$ cat config.mk
export PLATFORM = sky130hd
export DESIGN_NAME = smtu_update
export DESIGN_NICKNAME = d
export VERILOG_FILES = /design/src/rtl/core/smtu_pkg.sv /design/src/rtl/core/smtu_update.sv
export SDC_FILE = /design/constraint.sdc
export NUM_CORES = 1
export LEC_CHECK = 0
export ABC_AREA = 1
export BUFFER_PORTS_ARGS = -buffer_cell sky130_fd_sc_hd__buf_4
export CORE_MARGIN = 2
export CORE_UTILIZATION = 45
export DETAILED_ROUTE_END_ITERATION = 10
export PLACE_DENSITY = 0.73
export SLEW_MARGIN = 10
export SYNTH_ARGS = -nofsm -noshare
export SYNTH_HDL_FRONTEND = slang
export SYNTH_SLANG_ARGS = --single-unit
$ cat constraint.sdc
create_clock -name vclk -period 10.6
set_input_delay 1.59 -clock vclk [all_inputs]
set_output_delay 1.59 -clock vclk [all_outputs]
set_load 0.01 [all_outputs]
$ cat src/rtl/core/smtu_pkg.sv
package smtu_pkg;

	// Field widths of the request and result items.
	localparam int IDX_W      = 7;
	localparam int POS_W      = 11;
	localparam int SPD_W      = 4;
	localparam int DLY_W      = 4;
	localparam int DIR_W      = 2;
	localparam int FRM_W      = 6;
	localparam int SPR_W      = 8;
	localparam int CFG_IDX_W  = 3;
	localparam int CFG_DATA_W = 11;

	// Request operations.
	typedef enum logic {
		OP_LOAD   = 1'b0,
		OP_UPDATE = 1'b1
	} opcode_t;

	// Configuration register indexes.
	typedef enum logic [CFG_IDX_W-1:0] {
		REG_SCREEN_WIDTH  = 3'd0,
		REG_SCREEN_HEIGHT = 3'd1,
		REG_TOP_MARGIN    = 3'd2,
		REG_SPRITE_WIDTH  = 3'd3,
		REG_SPRITE_HEIGHT = 3'd4,
		REG_MAX_FRAME     = 3'd5
	} reg_index_t;

	// Animation direction codes; any other code holds the frame.
	localparam logic [DIR_W-1:0] DIR_BACK = 2'b11;
	localparam logic [DIR_W-1:0] DIR_FWD  = 2'b01;

	// Register reset values.
	localparam logic [POS_W-1:0] RST_SCREEN_WIDTH  = 11'd640;
	localparam logic [POS_W-1:0] RST_SCREEN_HEIGHT = 11'd480;
	localparam logic [POS_W-1:0] RST_TOP_MARGIN    = 11'd40;
	localparam logic [SPR_W-1:0] RST_SPRITE_WIDTH  = 8'd64;
	localparam logic [SPR_W-1:0] RST_SPRITE_HEIGHT = 8'd64;
	localparam logic [FRM_W-1:0] RST_MAX_FRAME     = 6'd63;

	// One sprite table entry as stored in memory.
	typedef struct packed {
		logic [POS_W-1:0] x;
		logic [POS_W-1:0] y;
		logic [SPD_W-1:0] sx;
		logic [SPD_W-1:0] sy;
		logic [DLY_W-1:0] dx;
		logic [DLY_W-1:0] dy;
		logic [DLY_W-1:0] df;
		logic [DLY_W-1:0] cx;
		logic [DLY_W-1:0] cy;
		logic [DLY_W-1:0] cf;
		logic [DIR_W-1:0] dir;
		logic [FRM_W-1:0] frame;
	} entry_t;

	// Configuration register set.
	typedef struct packed {
		logic [POS_W-1:0] screen_width;
		logic [POS_W-1:0] screen_height;
		logic [POS_W-1:0] top_margin;
		logic [SPR_W-1:0] sprite_width;
		logic [SPR_W-1:0] sprite_height;
		logic [FRM_W-1:0] max_frame;
	} cfg_t;

	// One result item.
	typedef struct packed {
		logic [IDX_W-1:0] out_index;
		logic [POS_W-1:0] pos_x;
		logic [POS_W-1:0] pos_y;
		logic [FRM_W-1:0] frame;
	} result_t;

endpackage

$ cat src/rtl/core/smtu_update.sv
module smtu_update (
	input  smtu_pkg::entry_t cur,
	input  smtu_pkg::cfg_t   cfg,
	output smtu_pkg::entry_t nxt
);
	import smtu_pkg::*;

	localparam int SUM_W = POS_W + 2;

	logic [POS_W-1:0] lim_x;
	logic [POS_W-1:0] lim_y;
	logic [SUM_W-1:0] x_sum;
	logic [SUM_W-1:0] y_sum;
	logic             step_x;
	logic             step_y;
	logic             step_f;
	logic [FRM_W-1:0] frame_step;

	// Wrap limits: screen size less sprite size, floored at zero.
	always_comb begin
		lim_x = (cfg.screen_width > POS_W'(cfg.sprite_width))
		      ? cfg.screen_width - POS_W'(cfg.sprite_width) : '0;
		lim_y = (cfg.screen_height > POS_W'(cfg.sprite_height))
		      ? cfg.screen_height - POS_W'(cfg.sprite_height) : '0;
	end

	// A counter that has reached its delay rolls over and fires a step.
	assign step_x = (cur.cx >= cur.dx);
	assign step_y = (cur.cy >= cur.dy);
	assign step_f = (cur.cf >= cur.df);

	// Signed moves on both axes.
	always_comb begin
		x_sum = {2'b00, cur.x};
		y_sum = {2'b00, cur.y};
		if (step_x) begin
			x_sum = x_sum + {{(SUM_W-SPD_W){cur.sx[SPD_W-1]}}, cur.sx};
		end
		if (step_y) begin
			y_sum = y_sum + {{(SUM_W-SPD_W){cur.sy[SPD_W-1]}}, cur.sy};
		end
	end

	// Frame step with wrap at both ends.
	always_comb begin
		frame_step = cur.frame;
		case (cur.dir)
			DIR_BACK: frame_step = (cur.frame == '0) ? cfg.max_frame : cur.frame - 1'b1;
			DIR_FWD:  frame_step = (cur.frame >= cfg.max_frame) ? '0 : cur.frame + 1'b1;
			default:  frame_step = cur.frame;
		endcase
	end

	// New entry: counters, wrapped position and frame.
	always_comb begin
		nxt    = cur;
		nxt.cx = step_x ? '0 : cur.cx + 1'b1;
		nxt.cy = step_y ? '0 : cur.cy + 1'b1;
		nxt.cf = step_f ? '0 : cur.cf + 1'b1;
		if (step_f) begin
			nxt.frame = frame_step;
		end

		if (x_sum[SUM_W-1]) begin
			nxt.x = lim_x;
		end else if (x_sum[SUM_W-2:0] > {1'b0, lim_x}) begin
			nxt.x = '0;
		end else begin
			nxt.x = x_sum[POS_W-1:0];
		end

		if (y_sum[SUM_W-1] || (y_sum[SUM_W-2:0] < {1'b0, cfg.top_margin})) begin
			nxt.y = lim_y;
		end else if (y_sum[SUM_W-2:0] > {1'b0, lim_y}) begin
			nxt.y = cfg.top_margin;
		end else begin
			nxt.y = y_sum[POS_W-1:0];
		end
	end

endmodule

==> results_dict.tcl <==
set metrics [dict create \
    outcome "finished clean" \
    gr-total-overflow 0 \
    syn-cell-area_sq_um 5030 \
    crit_required_ps 9010 \
    coreArea_sq_um 10900 \
    io_buffers 179 \
    cts_hold_buffers 0 \
    cts_setup_buffers 0 \
    worst_hold_path_type "input port to primary output" \
    initialDrtViolationCount 287 \
    antenna_cells 0 \
    p_seq_share_pct 0 \
    fmax_ghz 0.149 \
    grtUsageTotal_pct 21.6 \
    post-route-util_pct 57.8 \
    finish.net_count 1267 \
    critPathSlowestCell "nand3_2" \
    setup_viol 0 \
    io-pin-count 179 \
    die-area_sq_um 12000 \
    cp_common_cell "nand2_1" \
    grt_pass1_wl_um 22100 \
    ys_seq_area_share_pct 0 \
    initial_core_util_pct 46.2 \
    avgViaCountPerCell 4.91 \
    antenna_found_initial 0 \
    first_global_vias 5272 \
    wl_per_cell_um 11.3 \
    hold_violations 0 \
    ir_drop_mv 0.0774 \
    grt_max_degree 17 \
    synthCells 907 \
    hold_path_end "nxt[27]" \
    synth_nets 1124 \
    rsz0062_at_grt "no" \
    seqCellArea_sq_um 0 \
    cp_max_fo 16 \
    gp_congestion 0.920 \
    maxSlewViolCount 0 \
    intPower_mw 0.214 \
    end_kind "primary output" \
    synth.distinct_cells 41 \
    tightest_slew_ps 743 \
    slew_headroom_pct 50.1 \
    syn_to_final_growth_pct 25.2 \
    arrival_ps 5120 \
    power.density_nw_per_um2 79.7 \
    comb_power_share_pct 100.0 \
    cp.buffers_inverters 4 \
    yosysWarnings 0 \
    power.leakage_nw 3.88 \
    drt_wl_total_um 13400 \
    dp_hpwl_um 11900 \
    setup_tns_ps 0 \
    start_kind "input port" \
    synth.avg_cell_area_sq_um 5.54 \
    drcViolationCount 0 \
    ant_nets 0 \
    first_pass_iters 4 \
    drive_gt1_share_pct 18.5 \
    die_h_um 110 \
    seq_cell_count 0 \
    via_count 5830 \
    post_cts_resized 0 \
    swShare_pct 57.4 \
    nClkBuffers 0 \
    rows 38 \
    setup.worst_path.class "input port to primary output" \
    cp_top_family "simple AND/OR/NAND/NOR gates" \
    hold_depth 2 \
    post-route-period-util_pct 63.3 \
    p_sw_mw 0.288 \
    fp.dieW_um 110 \
    clkPwrFrac_pct 0 \
    crit_path_max_incr_delay_ps 340 \
    hp-start "cur[27]" \
    drv_cap 0 \
    post-route-min-period_ps 6710 \
]
## worst max-delay path by stage
stage	start	end	slack (ps)	depth (start not counted)
6_report	cur[15]	nxt[46]	3890	25
5_1_grt	cfg[8]	nxt[41]	3440	28
4_1_cts	cur[15]	nxt[46]	3910	24
3_5_place_dp	cur[15]	nxt[46]	3920	24
3_3_place_gp	cur[15]	nxt[47]	4010	24
2_1_floorplan	cfg[21]	nxt[58]	4750	28
## cell type report
cell class,instances,area (sq um)
fillers,1163,4590
inverters,161,604
multi-input cells,708,4170
well taps,140,175
repair buffers,179,1340
## metrics by stage
step	hold WS [ps]	total power, mW	setup slack, ps	area [sq um]	std cells
5_1_grt	3370	0.575	3440	6300	1188
3_3_place_gp	3370	0.496	4010	6300	1188
2_1_floorplan	3230	0.339	4750	5030	907
4_1_cts	3370	0.503	3910	6300	1188
6_report	3370	0.502	3890	6300	1188
3_5_place_dp	3370	0.501	3920	6300	1188
## power by group through the flow
stage | Clock [mW] | Sequential, mW | Combinational [mW]
3_3_place_gp | 0 | 0 | 0.496
5_1_grt | 0 | 0 | 0.575
4_1_cts | 0 | 0 | 0.503
2_1_floorplan | 0 | 0 | 0.339
6_report | 0 | 0 | 0.502
3_5_place_dp | 0 | 0 | 0.501
## synth_stat cells, types with 8 or more instances
| cell type | count | area (sq um) |
|---|---|---|
| a21oi_1 | 51 | 255 |
| buf_2 | 8 | 40.0 |
| buf_4 | 24 | 180 |
| ha_1 | 96 | 1200 |
| inv_1 | 157 | 589 |
| nand2_1 | 266 | 998 |
| nand3_1 | 68 | 340 |
| nand3b_1 | 11 | 82.6 |
| nand4_1 | 15 | 93.8 |
| nor2_1 | 82 | 308 |
| nor3_1 | 9 | 45.0 |
| o21ai_0 | 28 | 140 |
| xnor2_1 | 13 | 114 |
| xor2_1 | 21 | 184 |
## metal layers
metal  track usage (%)  wire (um)  share of wire (%)
met5                 0          0                  0
met4              1.72        109               0.81
met3             0.889        751                5.6
met2              40.3       6430                 48
met1              28.3       6100                 46
## logic make-up after synthesis
kind of cell | count (synthesis) | synth area share, %
simple gates | 463 | 38.9
buf+inv | 199 | 17.0
fa+ha+maj | 100 | 25.5
compound gates | 111 | 12.7
xor+xnor | 34 | 5.92
## placed cells by master, fill, tap and decap left out, types with 5 or more instances in the layout
master      n
a21oi_1    51
xor2_1     21
nand3_1    68
buf_4     179
nand2_1   266
o21bai_1    5
nor3_1      9
nand4_1    15
xnor2_1    13
o21ai_0    28
ha_1       96
o211ai_1    5
nor2_1     82
nand3b_1   11
inv_1     157
Note: power is estimated with default switching activity, not from simulation.
